### src/rtl/rpn_stack_calculator_defines.svh
// Assertion macros for the RPN calculator.
`ifndef RPN_STACK_CALCULATOR_DEFINES_SVH
`define RPN_STACK_CALCULATOR_DEFINES_SVH

// Same-cycle implication, sampled on clk, off during reset.
`define RPN_ASSERT_NOW(label, ante, cons, msg) \
	label: assert property (@(posedge clk) disable iff (!arst_n) (ante) |-> (cons)) \
		else $error(msg);

// Next-cycle implication, sampled on clk, off during reset.
`define RPN_ASSERT_NEXT(label, ante, cons, msg) \
	label: assert property (@(posedge clk) disable iff (!arst_n) (ante) |=> (cons)) \
		else $error(msg);

`endif

### src/rtl/rpn_pkg.sv
package rpn_pkg;

	localparam int MAX_RESULTS = 16;

	localparam logic [2:0] OP_PUSH = 3'd0;
	localparam logic [2:0] OP_POP  = 3'd1;
	localparam logic [2:0] OP_LIST = 3'd2;
	localparam logic [2:0] OP_ADD  = 3'd3;
	localparam logic [2:0] OP_MUL  = 3'd4;
	localparam logic [2:0] OP_DIV  = 3'd5;
	localparam logic [2:0] OP_SUB  = 3'd6;

	localparam logic [2:0] ST_OK      = 3'd0;
	localparam logic [2:0] ST_POPPED  = 3'd1;
	localparam logic [2:0] ST_LIST    = 3'd2;
	localparam logic [2:0] ST_EMPTY   = 3'd3;
	localparam logic [2:0] ST_FEW     = 3'd4;
	localparam logic [2:0] ST_FULL    = 3'd5;
	localparam logic [2:0] ST_DIVZERO = 3'd6;

	typedef enum logic [1:0] {RS_TOP, RS_SECOND, RS_PTR} rd_sel_t;
	typedef enum logic [1:0] {RES_ADD, RES_SUB, RES_MUL, RES_DIV} res_sel_t;
	typedef enum logic [1:0] {DS_ZERO, DS_RD, DS_RES} data_sel_t;

	typedef struct packed {
		logic       latch;
		logic       rd_en;
		rd_sel_t    rd_sel;
		logic       ld_b;
		logic       ld_a;
		logic       ptr_init;
		logic       ptr_inc;
		logic       mul_start;
		logic       div_start;
		logic       push_wr;
		logic       arith_wr;
		res_sel_t   res_sel;
		logic       cnt_inc;
		logic       cnt_dec;
		logic       emit;
		logic [2:0] emit_status;
		data_sel_t  data_sel;
		logic       emit_last;
	} cmd_t;

	typedef struct packed {
		logic [2:0] op;
		logic       empty;
		logic       few;
		logic       full;
		logic       b_zero;
		logic       list_last;
		logic       mul_done;
		logic       div_done;
	} sts_t;

endpackage

### src/rtl/rpn_ctrl.sv
// Sequencer: decodes the latched op and steps the datapath.
module rpn_ctrl (
	input  logic          clk,
	input  logic          arst_n,
	input  logic          start,
	output logic          busy,
	input  rpn_pkg::sts_t sts,
	output rpn_pkg::cmd_t cmd
);

	localparam logic [3:0] S_IDLE = 4'd0;
	localparam logic [3:0] S_DEC  = 4'd1;
	localparam logic [3:0] S_POUT = 4'd2;
	localparam logic [3:0] S_LRD  = 4'd3;
	localparam logic [3:0] S_LOUT = 4'd4;
	localparam logic [3:0] S_RDA  = 4'd5;
	localparam logic [3:0] S_OPS  = 4'd6;
	localparam logic [3:0] S_EXEC = 4'd7;
	localparam logic [3:0] S_MULW = 4'd8;
	localparam logic [3:0] S_DIVW = 4'd9;

	logic [3:0] state_q;
	logic [3:0] state_d;

	always_ff @(posedge clk or negedge arst_n) begin
		if (!arst_n)
			state_q <= S_IDLE;
		else
			state_q <= state_d;
	end

	assign busy = (state_q != S_IDLE);

	always_comb begin
		cmd     = '0;
		state_d = state_q;
		unique case (state_q)
			S_IDLE: begin
				if (start) begin
					cmd.latch = 1'b1;
					state_d   = S_DEC;
				end
			end
			S_DEC: begin
				state_d = S_IDLE;
				unique case (sts.op) inside
					rpn_pkg::OP_PUSH: begin
						cmd.emit      = 1'b1;
						cmd.emit_last = 1'b1;
						cmd.data_sel  = rpn_pkg::DS_ZERO;
						if (sts.full) begin
							cmd.emit_status = rpn_pkg::ST_FULL;
						end else begin
							cmd.emit_status = rpn_pkg::ST_OK;
							cmd.push_wr     = 1'b1;
							cmd.cnt_inc     = 1'b1;
						end
					end
					rpn_pkg::OP_POP: begin
						if (sts.empty) begin
							cmd.emit        = 1'b1;
							cmd.emit_last   = 1'b1;
							cmd.emit_status = rpn_pkg::ST_EMPTY;
						end else begin
							cmd.rd_en  = 1'b1;
							cmd.rd_sel = rpn_pkg::RS_TOP;
							state_d    = S_POUT;
						end
					end
					rpn_pkg::OP_LIST: begin
						if (sts.empty) begin
							cmd.emit        = 1'b1;
							cmd.emit_last   = 1'b1;
							cmd.emit_status = rpn_pkg::ST_EMPTY;
						end else begin
							cmd.ptr_init = 1'b1;
							state_d      = S_LRD;
						end
					end
					rpn_pkg::OP_ADD, rpn_pkg::OP_MUL, rpn_pkg::OP_DIV, rpn_pkg::OP_SUB: begin
						if (sts.few) begin
							cmd.emit        = 1'b1;
							cmd.emit_last   = 1'b1;
							cmd.emit_status = rpn_pkg::ST_FEW;
						end else begin
							cmd.rd_en  = 1'b1;
							cmd.rd_sel = rpn_pkg::RS_TOP;
							state_d    = S_RDA;
						end
					end
					default: state_d = S_IDLE;
				endcase
			end
			S_POUT: begin
				cmd.emit        = 1'b1;
				cmd.emit_last   = 1'b1;
				cmd.emit_status = rpn_pkg::ST_POPPED;
				cmd.data_sel    = rpn_pkg::DS_RD;
				cmd.cnt_dec     = 1'b1;
				state_d         = S_IDLE;
			end
			S_LRD: begin
				cmd.rd_en   = 1'b1;
				cmd.rd_sel  = rpn_pkg::RS_PTR;
				cmd.ptr_inc = 1'b1;
				state_d     = S_LOUT;
			end
			S_LOUT: begin
				cmd.emit        = 1'b1;
				cmd.emit_status = rpn_pkg::ST_LIST;
				cmd.data_sel    = rpn_pkg::DS_RD;
				cmd.emit_last   = sts.list_last;
				state_d         = sts.list_last ? S_IDLE : S_LRD;
			end
			S_RDA: begin
				cmd.ld_b   = 1'b1;
				cmd.rd_en  = 1'b1;
				cmd.rd_sel = rpn_pkg::RS_SECOND;
				state_d    = S_OPS;
			end
			S_OPS: begin
				cmd.ld_a = 1'b1;
				state_d  = S_EXEC;
			end
			S_EXEC: begin
				state_d = S_IDLE;
				unique case (sts.op) inside
					rpn_pkg::OP_ADD, rpn_pkg::OP_SUB: begin
						cmd.res_sel     = (sts.op == rpn_pkg::OP_SUB) ?
							rpn_pkg::RES_SUB : rpn_pkg::RES_ADD;
						cmd.arith_wr    = 1'b1;
						cmd.cnt_dec     = 1'b1;
						cmd.emit        = 1'b1;
						cmd.emit_last   = 1'b1;
						cmd.emit_status = rpn_pkg::ST_OK;
						cmd.data_sel    = rpn_pkg::DS_RES;
					end
					rpn_pkg::OP_MUL: begin
						cmd.mul_start = 1'b1;
						state_d       = S_MULW;
					end
					rpn_pkg::OP_DIV: begin
						if (sts.b_zero) begin
							cmd.emit        = 1'b1;
							cmd.emit_last   = 1'b1;
							cmd.emit_status = rpn_pkg::ST_DIVZERO;
						end else begin
							cmd.div_start = 1'b1;
							state_d       = S_DIVW;
						end
					end
					default: state_d = S_IDLE;
				endcase
			end
			S_MULW: begin
				cmd.res_sel = rpn_pkg::RES_MUL;
				if (sts.mul_done) begin
					cmd.arith_wr    = 1'b1;
					cmd.cnt_dec     = 1'b1;
					cmd.emit        = 1'b1;
					cmd.emit_last   = 1'b1;
					cmd.emit_status = rpn_pkg::ST_OK;
					cmd.data_sel    = rpn_pkg::DS_RES;
					state_d         = S_IDLE;
				end
			end
			S_DIVW: begin
				cmd.res_sel = rpn_pkg::RES_DIV;
				if (sts.div_done) begin
					cmd.arith_wr    = 1'b1;
					cmd.cnt_dec     = 1'b1;
					cmd.emit        = 1'b1;
					cmd.emit_last   = 1'b1;
					cmd.emit_status = rpn_pkg::ST_OK;
					cmd.data_sel    = rpn_pkg::DS_RES;
					state_d         = S_IDLE;
				end
			end
			default: state_d = S_IDLE;
		endcase
	end

endmodule

### config.mk
export PLATFORM = sky130hd
export DESIGN_NAME = rpn_ctrl
export DESIGN_NICKNAME = d
export VERILOG_FILES = /design/src/rtl/rpn_stack_calculator_defines.svh /design/src/rtl/rpn_pkg.sv /design/src/rtl/rpn_ctrl.sv
export SDC_FILE = /design/constraint.sdc
export NUM_CORES = 1
export LEC_CHECK = 0
export BUFFER_PORTS_ARGS = -buffer_cell sky130_fd_sc_hd__buf_2
export CAP_MARGIN = 20
export CELL_PAD_IN_SITES_DETAIL_PLACEMENT = 0
export CELL_PAD_IN_SITES_GLOBAL_PLACEMENT = 1
export CORE_MARGIN = 2
export CORE_UTILIZATION = 30
export CTS_CLUSTER_DIAMETER = 120
export DETAILED_ROUTE_END_ITERATION = 16
export PLACE_DENSITY_LB_ADDON = 0.1
export SYNTH_ARGS = -nofsm -noshare
export SYNTH_HDL_FRONTEND = slang
export SYNTH_SLANG_ARGS = --single-unit
### constraint.sdc
create_clock -name clk -period 2 [get_ports clk]
set_input_delay 0.4 -clock clk [delete_from_list [all_inputs] [get_ports clk]]
set_output_delay 0.4 -clock clk [all_outputs]
set_load 0.02 [all_outputs]
# After elaboration in Yosys (flattened, before gate mapping)
# Cells that the tools add are included.
# W data, S select, Z words.
[totals] register_bits=4 latchBits=0 mem_bits_rw=0 rom_bits=0 inputBits=13 output_inout_bits=24 elab_cells=78 n_memories=0
[classes] add_sub_neg=0 multipliers=0 n_div=0 order_cmp=0 n_eq_ne=18 n_shift=0 mux=52 bitwise_logic=0 reduce_logical=7
[ops] op="$pmux W7 S6" count=1
[ops] op="$pmux W4 S9" count=1
[ops] op="$mux W4" count=7
[ops] op="$pmux W4 S3" count=2
[ops] op="$mux W1" count=21
[ops] op="$pmux W3 S3" count=2
[ops] op="$eq A4 B3 Y1 const B" count=4
[ops] op="$mux W8" count=2
[ops] op="$pmux W4 S2" count=2
[ops] op="$mux W3" count=5
[ops] op="$mux W2" count=5
[ops] op="$eq A3 B3 Y1 const B" count=3
[ops] op="$eq A4 B2 Y1 const B" count=2
[ops] op="$eq A4 B4 Y1 const B" count=2
[ops] op="$eq A3 B2 Y1 const B" count=2
[ops] op="$ne A2 B2 Y1 const B" count=3
[ops] op="$pmux W3 S2" count=1
[ops] op="$eq A4 B1 Y1 const B" count=1
[ops] op="$logic_not A4 Y1" count=1
[ops] op="$pmux W1 S4" count=1
[ops] op="$reduce_bool A4 Y1" count=1
[ops] op="$reduce_or A2 Y1" count=2
[ops] op="$reduce_or A4 Y1" count=1
[ops] op="$eq A3 B1 Y1 const B" count=1
[ops] op="4 further kinds" count=4

# Logic depth before layout (Yosys ltp)
# Gate-level depths: netlist of the first run.
[logic_depth] word_depth=4 ltp_mapped=6 ltp_nobuf=5

# Worst setup path after synthesis of the first run
# Ideal clock, no wire load.
[synth_timing] path_kind="register to output" startpoint="register state_q[1]" endpoint="output cmd[12] in the netlist's numbering" arrival_time_ns=1.836 required_ns=1.600 slack_ns=-0.236 stages_incl_launch_ff=5 path_buffers=1 path_cell_list="dfrtp_1 or4b_4 nor2_1 nor4b_2 buf_4"
[synth_rtl] item="start, declared" line_no="rpn_ctrl.sv:22" rtl="logic [3:0] state_q;"
[synth_rtl] item="start signal, assigned" line_no="rpn_ctrl.sv:29" rtl="state_q <= state_d;"
[synth_rtl] item="end, declared" line_no="rpn_ctrl.sv:8" rtl="output rpn_pkg::cmd_t cmd"

==> out/metrics.csv, run 1 <==
metric,value,unit
tightest_slew,0.4300,ns
area_growth,61.11,%
maxCapViolations,0,
critPathKind,flop to output port,
layout.cells.most_common,sky130_fd_sc_hd__buf_2,
synth-warning-count,0,
die_h,53.02,um
num-nets-final,161,
finalWirelength,2245,um
sw_frac_of_total,47.83,%
grt.total_usage,18.94,%
p_clk_share,9.4,%
timing.critical_path.max_delay_family,simple AND/OR/NAND/NOR gates,
cts_buffers,3,
detailedRoute.firstIterationViolations,19,
setup_viol,9,
via_per_inst,4.966,
synthesis.nets,110,
p_int,0.5460,mW
clk_pin_slew,0.04,ns
final.min_clock_period,2.149,ns
largest_reg_flops,4,
status,"complete, but fails checks",
core_region_area,2233,um2
clockRootBuffer,sky130_fd_sc_hd__clkbuf_4,
async_reset_ff_share,100.0,%
final_min_period_over_clock_period,107.5,%
initial_utilization,32.27,%
drt_pre_antenna_iters,4,
detail_route.wl_per_cell,12.90,um
powerDensity,901.4,nW/um2
placedCellCount,165,
gp_routability_congestion,0.7748,
finClkSkew,0.0007064,ns
cp_capture_type,output port,
antenna_violating_nets_post_route,0,
power_leakage,0.5966,nW
dieArea,2811,um2
comb_power_share,78.1,%
worstPathBufferInverterCount,1,
syn_avg_cell_area,7.430,um2
part_of_the_total_power_dissipated_in_sequential_elements,12.5,%
grt_first_pass_wirelength,3926,um
grt_setup_unrepaired,yes,
final_cell_area,1161,um2
critical_path_required,1.60,ns
cts_tree,done,
number_of_remaining_drc_errors,0,
hp-class,input pin to asynchronous set/reset pin,
cp_common_cell,sky130_fd_sc_hd__a211oi_2,
antenna_cells,0,
dp_slack,-0.03797,ns
max_flop_register,state_q,
synth_enable_flop_cells,0,
crit_path_top_delay_cell,sky130_fd_sc_hd__or4b_4,
die_width,53.02,um
layout_top_registers,state_q (4),
final_cell_mix,"sky130_fd_sc_hd__buf_2, sky130_fd_sc_hd__buf_4, sky130_fd_sc_hd__buf_6",
timing_hold_violations_final,0,
synthCells,97,
cts-htree-levels,1,
final-instance-count-excl-fill,174,
grt_pass1_vias,847,
placementRows,17,
worstPathCellList,"or4b_4, a211oi_2, a211oi_2, nand3_1, buf_6",
worstSetupStartpointType,flop,
timing.critical_path.fanout_max,5,
ys_ff_latch,4,
clock_latency,0.23,ns
tritoncts_num_sinks,4,
grt_overflow_total,0,
synth_ff_type,sky130_fd_sc_hd__dfrtp_1,
critical_path_arrival,1.75,ns
utilization,51.99,%
number_of_slew_limit_violations_in_the_final_report,0,
post-dp-hpwl,1796,um
post_synth_instance_area,720.7,um2
worst_slack,-0.1491,ns
grt_max_degree,13,
via_count,864,
grt_antenna_before_repair,0,
violations,setup timing,
synth_seq_area_share,13.89,%
p_sw,0.5006,mW
drive_gt1_share,54.11,%
post_place_instance_area,1010,um2
synth.lib_cells_used.distinct,44,
cp_slowest_stage_delay,0.57,ns
io_buffers,36,
vdd_ir_drop_max,0.5511,mV
max_clk_rate,465.3,MHz
boundary_pins,37,
cts_buffer_depth,2,
max-slew-margin-rel,70.59,%
power groups by stage:
stage                     Clock [mW]  Sequential, mW  Combinational, mW
after floorplan                    0           0.120              0.503
after global placement             0           0.132              0.708
after detailed placement           0           0.135              0.713
after CTS                      0.106           0.127              0.798
after global routing           0.116           0.135              0.904
final                         0.0982           0.131              0.818
through the flow:
| step | hold WS (ns) | total power, mW | TNS (ns) |
|---|---|---|---|
| 2_1_floorplan | 0.1044 | 0.6230 | -0.02971 |
| 3_3_place_gp | 0.2038 | 0.8405 | 0 |
| 4_1_cts | 0.4864 | 1.030 | -0.9528 |
| 3_5_place_dp | 0.2047 | 0.8475 | -0.06177 |
| 5_1_grt | 0.4817 | 1.155 | -1.778 |
| 6_report | 0.4991 | 1.047 | -0.8389 |
Yosys cell counts, drive strengths merged, types with 2 or more instances:
cell type,instances,share of area (%)
buf,9,7.6
inv,7,3.6
a21o,2,2.1
o21ai,6,4.2
nor4b,2,3.3
nand2,6,3.1
nor2b,3,3.6
nor3,3,2.1
dfrtp,4,14
a211oi,4,5.6
a31oi,2,1.7
mux2i,2,2.8
a2bb2oi,2,2.4
or3,2,1.7
o32ai,2,3.5
o211ai,2,2.8
nand3,2,1.4
nand2b,4,3.5
and3,2,1.7
nand3b,3,3.1
nor2,10,5.2
a21bo,2,2.8
logic make-up (layout without fill, tap and decap cells):
family / Yosys count / in the layout / synth area share (%)
XOR/XNOR: 2 / 2 / 2.431
AND/OR/NAND/NOR: 43 / 43 / 36.28
multiplexers: 2 / 2 / 2.778
AO/OA/AOI/OAI: 29 / 29 / 32.81
flip-flops: 4 / 4 / 13.89
buffers and inverters: 17 / 66 / 11.81
area by class of cell:
cell class	instances	area (um2)
clock buffers	3	22.52
fillers	241	1072
inverters	7	26.28
multi-input cells	76	581.8
flip-flops and latches	4	101.3
well taps	28	35.03
repair buffers	56	394.1
timing repair:
item | 4_1_cts | 5_1_grt
pin swaps | 4 | 3
hold buffers | 1 | 0
setup buffers | 5 | 0
hold endpoints to repair | 4 | 0
gates resized for setup | 19 | 11
endpoints found under the setup margin | 11 | 16
worst paths after layout:
| kind | start | end | slack [ns] | cells after the start |
|---|---|---|---|---|
| min in group clk | sts[3] | state_q[0]$_DFFE_PN0P_ | 0.52 | 3 |
| hold / removal | arst_n | state_q[2]$_DFFE_PN0P_ | 0.50 | 2 |
| setup / recovery | state_q[3]$_DFFE_PN0P_ | cmd[6] | -0.15 | 5 |
| hold reg to reg | state_q[3]$_DFFE_PN0P_ | state_q[2]$_DFFE_PN0P_ | 0.71 | 2 |
| setup reg to reg | state_q[3]$_DFFE_PN0P_ | state_q[0]$_DFFE_PN0P_ | 0.36 | 5 |
| max in group asynchronous | arst_n | state_q[0]$_DFFE_PN0P_ | 1.38 | 2 |
routing by layer:
layer  part of all wire, %  global-route usage [%]  vias to the layer above
met2                    49                   31.04                       19
met5                     0                       0                        -
met3                   2.9                   1.695                        0
met4                     0                   6.410                        0
li1                      -                       -                      458
met1                    48                   25.81                      387
Note: power is estimated with default switching activity, not from simulation.
==> run 2, diff against run 1 <==
Settings changed: CELL_PAD_IN_SITES_DETAIL_PLACEMENT 0 to 1.
==> run 2 against run 1 <==
Net effect:
- the run still ends with setup timing left
- global-route usage up 4.4 points
- total power up 7.8%
- critical endpoint is now cmd[12]
- register-to-register slack worse by 0.03 ns
- final cell count up 1.1%
==> out/metrics.csv, run 2 (same netlist as run 1, synthesis figures left out) <==
metric,value,unit,change
status,"complete, but fails checks",,unchanged
violations,setup timing,,unchanged
timing_hold_violations_final,0,,unchanged
totalNegativeSetupSlack,-1.525,ns,was -0.8389 ns
antenna_cells,0,,unchanged
critical_path_required,1.60,ns,about the same
multi_input_comb_area,595.6,um2,was 581.8 um2
cts_buffer_depth,2,,unchanged
max_flop_register,state_q,,unchanged
boundary_pins,37,,unchanged
dieArea,2811,um2,unchanged
cts-htree-levels,1,,unchanged
area_growth,65.62,%,was 61.11%
final_min_period_over_clock_period,109.3,%,was 107.5%
p_sw,0.5529,mW,was 0.5006 mW
layout.cells.most_common,sky130_fd_sc_hd__buf_2,,unchanged
grt_max_degree,13,,unchanged
hold_slack,0.4928,ns,was 0.4991 ns
vdd_ir_drop_max,0.5546,mV,was 0.5511 mV
maxCapViolations,0,,unchanged
tightest_slew,0.4179,ns,was 0.4300 ns
max_clk_rate,457.6,MHz,was 465.3 MHz
grt_antenna_before_repair,0,,unchanged
powerDensity,945.0,nW/um2,was 901.4 nW/um2
worstSetupStartpointType,flop,,unchanged
antenna_violating_nets_post_route,0,,unchanged
final.min_clock_period,2.186,ns,was 2.149 ns
die_h,53.02,um,unchanged
timing.critical_path.fanout_max,3,,was 5
final_cell_mix,"sky130_fd_sc_hd__buf_2, sky130_fd_sc_hd__buf_4, sky130_fd_sc_hd__buf_6",,unchanged
layout_top_registers,state_q (4),,unchanged
finClkSkew,0.001302,ns,was 0.0007064 ns
largest_reg_flops,4,,unchanged
clk_pin_slew,0.04,ns,about the same
detail_route.wl_per_cell,16.51,um,was 12.90 um
drt_pre_antenna_iters,4,,unchanged
grt_first_pass_wirelength,4747,um,was 3926 um
p_total,1.128,mW,was 1.047 mW
p_clk_share,9.1,%,was 9.4%
via_count,934,,was 864
clock_latency,0.24,ns,was 0.23 ns
ff_latch_area,101.3,um2,unchanged
final-instance-count-excl-fill,176,,was 174
grt_setup_unrepaired,yes,,unchanged
clockRootBuffer,sky130_fd_sc_hd__clkbuf_4,,unchanged
grt_pass1_vias,989,,was 847
num-nets-final,163,,was 161
gp_routability_congestion,0.7748,,unchanged
critPathKind,flop to output port,,unchanged
filler_cell_count,286,,was 241
grt_overflow_total,0,,unchanged
placedCellCount,165,,unchanged
hp-class,input pin to asynchronous set/reset pin,,unchanged
detailedRoute.firstIterationViolations,13,,was 19
worst_slack,-0.1855,ns,was -0.1491 ns
critical_path_arrival,1.79,ns,was 1.75 ns
power_leakage,0.6098,nW,was 0.5966 nW
core_region_area,2233,um2,unchanged
sw_frac_of_total,49.02,%,was 47.83%
via_per_inst,5.307,,was 4.966
io_buffers,36,,unchanged
comb_power_share,79.2,%,was 78.1%
setup_viol,11,,was 9
p_int,0.5751,mW,was 0.5460 mW
cts_tree,done,,unchanged
tritoncts_num_sinks,4,,unchanged
dp_slack,0.003300,ns,was -0.03797 ns
finalWirelength,2905,um,was 2245 um
max-slew-margin-rel,71.42,%,was 70.59%
number_of_remaining_drc_errors,0,,unchanged
cts_buffers,3,,unchanged
number_of_slew_limit_violations_in_the_final_report,0,,unchanged
die_width,53.02,um,unchanged
cp_capture_type,output port,,unchanged
drive_gt1_share,53.38,%,was 54.11%
grt.total_usage,23.36,%,was 18.94%
post-dp-hpwl,2072,um,was 1796 um
part_of_the_total_power_dissipated_in_sequential_elements,11.7,%,was 12.5%
placementRows,17,,unchanged
initial_utilization,32.27,%,unchanged
==> run 2: power by group through the flow <==
| stage | logic (mW) | clock network [mW] | registers [mW] |
|---|---|---|---|
| 2_1_floorplan | 0.503 | 0 | 0.120 |
| 3_3_place_gp | 0.708 | 0 | 0.132 |
| 3_5_place_dp | 0.721 | 0 | 0.135 |
| 4_1_cts | 0.849 | 0.110 | 0.130 |
| 5_1_grt | 0.971 | 0.114 | 0.140 |
| 6_report | 0.893 | 0.102 | 0.132 |
==> run 2: worst paths after layout <==
check / start / endpoint / slack, ns / depth (start not counted)
min in group clk: sts[3] / state_q[0]$_DFFE_PN0P_ / 0.53 / 3
worst min register to register: state_q[3]$_DFFE_PN0P_ / state_q[2]$_DFFE_PN0P_ / 0.80 / 3
worst max-delay path: state_q[2]$_DFFE_PN0P_ / cmd[12] / -0.19 / 4
worst max register to register: state_q[2]$_DFFE_PN0P_ / state_q[0]$_DFFE_PN0P_ / 0.33 / 5
max in group asynchronous: arst_n / state_q[0]$_DFFE_PN0P_ / 1.38 / 2
worst min-delay path: arst_n / state_q[1]$_DFFE_PN0P_ / 0.49 / 2
==> run 2: timing repair <==
item,4_1_cts,5_1_grt
hold buffers,1,0
pin swaps,7,7
setup buffers,5,4
hold endpoints to repair,4,0
setup endpoints to repair,11,14
gates resized for setup,23,10
==> run 2: per-stage QoR <==
step | util [%] | instance area, um2
finish | 53.45 | 1194
global placement | 45.21 | 1010
global route | 53.45 | 1194
detailed placement | 45.21 | 1010
CTS | 51.54 | 1151
floorplan | - | 748.2
==> run 2: layout make-up <==
type / count / area share [%]
multi-input cells: 76 / 49.90
inverters: 7 / 2.201
clock buffers: 3 / 1.887
well taps: 28 / 2.935
repair buffers: 58 / 34.59
flip-flops and latches: 4 / 8.491
==> run 2: worst max-delay path, cell delays in order (launching register included) <==
cell and delay (ns):
sky130_fd_sc_hd__dfrtp_1 0.39, sky130_fd_sc_hd__or4b_4 0.60, sky130_fd_sc_hd__nor2_4 0.13, sky130_fd_sc_hd__nor4b_4 0.23, sky130_fd_sc_hd__buf_4 0.19
==> run 2: metal layers <==
layer / global-route usage (%) / vias up / wire length (um) / part of all wire (%)
li1: - / 456 / - / -
met1: 28.03 / 451 / 1178 / 41
met2: 43.33 / 22 / 1610 / 55
met3: 0.8475 / 5 / 73 / 2.5
met4: 8.974 / 0 / 42 / 1.4
met5: 0 / - / 0 / 0
==> run 3, diff against run 2 <==
Settings changed: CORE_ASPECT_RATIO set to 1.75.
==> run 3 against run 2 <==
Net effect:
- the flow still finishes with violations (setup timing)
- fmax is 1.1% lower
- die area is 0.54% higher
- routed wire length grew 15%
- utilization rose by 3.6 points
- setup slack worse by 0.025 ns
- combinational power rose by 8.7%
- global-route usage up 0.27 points
- final cell count increased by 1.1%
- sequential share of layout area down 0.48 points
- sequential cell count unchanged
- register-to-register slack got worse by 0.08 ns
- critical endpoint is now cmd[6]
==> out/metrics.csv, run 3 (same netlist as run 1, synthesis figures left out) <==
metric,value,unit,change
vdd_ir_drop_max,0.3796,mV,was 0.5546 mV
num-nets-final,168,,was 163
antenna_violating_nets_post_route,0,,unchanged
utilization,57.02,%,was 53.45%
cts_buffers,3,,unchanged
initial_utilization,31.70,%,was 32.27%
timing.critical_path.max_delay_family,simple AND/OR/NAND/NOR gates,,unchanged
hp-class,input pin to asynchronous set/reset pin,,unchanged
grt_max_degree,12,,was 13
cells_on_worst_reg2reg_path,5,,unchanged
tritoncts_num_sinks,4,,unchanged
grt.total_usage,23.64,%,was 23.36%
violations,setup timing,,unchanged
layout_top_registers,state_q (4),,unchanged
largest_reg_flops,4,,unchanged
antenna_cells,0,,unchanged
grt_antenna_before_repair,0,,unchanged
detail_route.wl_per_cell,18.72,um,was 16.51 um
worstPathBufferInverterCount,1,,unchanged
cts_tree,done,,unchanged
timing_hold_violations_final,0,,unchanged
via_count,1013,,was 934
layout.cells.most_common,sky130_fd_sc_hd__buf_4,,was sky130_fd_sc_hd__buf_2
drive_gt1_share,59.48,%,was 53.38%
grt_first_pass_wirelength,4588,um,was 4747 um
setup_viol,12,,was 11
die_width,41.05,um,was 53.02 um
final-instance-count-excl-fill,178,,was 176
clk_pin_slew,0.03,ns,was 0.04 ns
via_per_inst,5.691,,was 5.307
cp_slowest_stage_delay,0.58,ns,was 0.60 ns
drt_pre_antenna_iters,4,,unchanged
tightest_slew,0.3905,ns,was 0.4179 ns
max-slew-margin-rel,73.29,%,was 71.42%
grt_pass1_vias,1016,,was 989
worstSetupStartpointType,flop,,unchanged
max_clk_rate,452.4,MHz,was 457.6 MHz
area_growth,79.86,%,was 65.62%
finalWirelength,3332,um,was 2905 um
cts-htree-levels,1,,unchanged
io_buffers,36,,unchanged
critPathKind,flop to output port,,unchanged
final_min_period_over_clock_period,110.5,%,was 109.3%
filler_cell_count,294,,was 286
powerDensity,993.5,nW/um2,was 945.0 nW/um2
finClkSkew,0.002117,ns,was 0.001302 ns
timing.critical_path.fanout_max,4,,was 3
core_region_area,2273,um2,was 2233 um2
placementRows,23,,was 17
crit_cells,5,,was 4
die_h,68.84,um,was 53.02 um
gp_routability_congestion,0.7636,,was 0.7748
crit_path_top_delay_cell,sky130_fd_sc_hd__or4b_4,,unchanged
final_cell_area,1296,um2,was 1194 um2
max_flop_register,state_q,,unchanged
grt_setup_unrepaired,yes,,unchanged
power_leakage,0.6504,nW,was 0.6098 nW
cp_common_cell,sky130_fd_sc_hd__a211oi_2,,
detailedRoute.firstIterationViolations,11,,was 13
clock_latency,0.21,ns,was 0.24 ns
final.min_clock_period,2.211,ns,was 2.186 ns
grt_overflow_total,0,,unchanged
worst_slack,-0.2105,ns,was -0.1855 ns
boundary_pins,37,,unchanged
critical_path_required,1.60,ns,about the same
final_cell_mix,"sky130_fd_sc_hd__buf_4, sky130_fd_sc_hd__buf_2, sky130_fd_sc_hd__buf_6",,"was sky130_fd_sc_hd__buf_2, sky130_fd_sc_hd__buf_4, sky130_fd_sc_hd__buf_6"
critical_path_arrival,1.81,ns,was 1.79 ns
cp_capture_type,output port,,unchanged
number_of_slew_limit_violations_in_the_final_report,0,,unchanged
status,"complete, but fails checks",,unchanged
clockRootBuffer,sky130_fd_sc_hd__clkbuf_8,,was sky130_fd_sc_hd__clkbuf_4
maxCapViolations,0,,unchanged
worstPathCellList,"or4b_4, a211oi_2, a211oi_2, nand3_1, buf_6",,"was or4b_4, nor2_4, nor4b_4, buf_4"
totalNegativeSetupSlack,-1.389,ns,was -1.525 ns
post-dp-hpwl,2176,um,was 2072 um
number_of_remaining_drc_errors,0,,unchanged
dieArea,2826,um2,was 2811 um2
post_place_instance_area,1028,um2,was 1010 um2
placedCellCount,165,,unchanged
cts_buffer_depth,2,,unchanged
run 3: cell count changes in the layout (fill, tap and decap cells not counted), moves of 2 or more:
| cell | before | now |
|---|---|---|
| sky130_fd_sc_hd__buf_4 | 22 | 28 |
| sky130_fd_sc_hd__clkbuf_4 | 3 | 0 |
| sky130_fd_sc_hd__dfrtp_2 | 1 | 3 |
| sky130_fd_sc_hd__dfrtp_1 | 3 | 1 |
| sky130_fd_sc_hd__clkbuf_8 | 0 | 3 |
| sky130_fd_sc_hd__buf_2 | 25 | 23 |
run 3: metrics by stage:
step	hold slack (ns)	power, mW	setup WS [ns]
after floorplan	0.1044	0.6230	-0.02971
after global placement	0.2103	0.8619	0.02384
after detailed placement	0.2123	0.8757	-0.003360
after CTS	0.5259	1.192	-0.1461
after global routing	0.5446	1.360	-0.2560
final	0.5204	1.288	-0.2105
run 3: area by class of cell:
class | count | area (um2) | share of cell area [%]
Clock buffer | 3 | 41.29 | 3.185
Inverter | 7 | 26.28 | 2.027
Multi-Input combinational cell | 76 | 634.4 | 48.94
Sequential cell | 4 | 103.9 | 8.012
Tap cell | 25 | 31.28 | 2.413
Timing Repair Buffer | 63 | 459.2 | 35.42
run 3: what timing repair did:
item	CTS	global route
hold buffers	1	0
setup endpoints to repair	12	14
setup buffers	8	1
gates resized for setup	21	22
hold endpoints to repair	4	0
pin swaps	3	6
run 3: final timing paths:
kind,start,to,slack [ns]
min in group clk,sts[3],state_q[0]$_DFFE_PN0P_,0.56
hold / removal,arst_n,state_q[0]$_DFFE_PN0P_,0.52
max in group asynchronous,arst_n,state_q[2]$_DFFE_PN0P_,1.34
setup / recovery,state_q[1]$_DFFE_PN0P_,cmd[6],-0.21
setup reg to reg,state_q[1]$_DFFE_PN0P_,state_q[0]$_DFFE_PN0P_,0.25
hold reg to reg,state_q[3]$_DFFE_PN0P_,state_q[2]$_DFFE_PN0P_,0.77
run 3: power breakdown:
group | total (mW) | internal (mW) | switching, mW
Sequential | 0.145 | 0.107 | 0.0381
Combinational | 0.971 | 0.449 | 0.522
Clock | 0.171 | 0.128 | 0.0426
Total | 1.29 | 0.685 | 0.603
run 3: metal layers:
metal	GRT usage [%]	vias to the layer above	wire length (um)
met5	0	-	0
met4	6.250	0	61
met3	1.282	6	104
met2	45.90	30	1983
met1	25.00	506	1181
li1	-	471	-
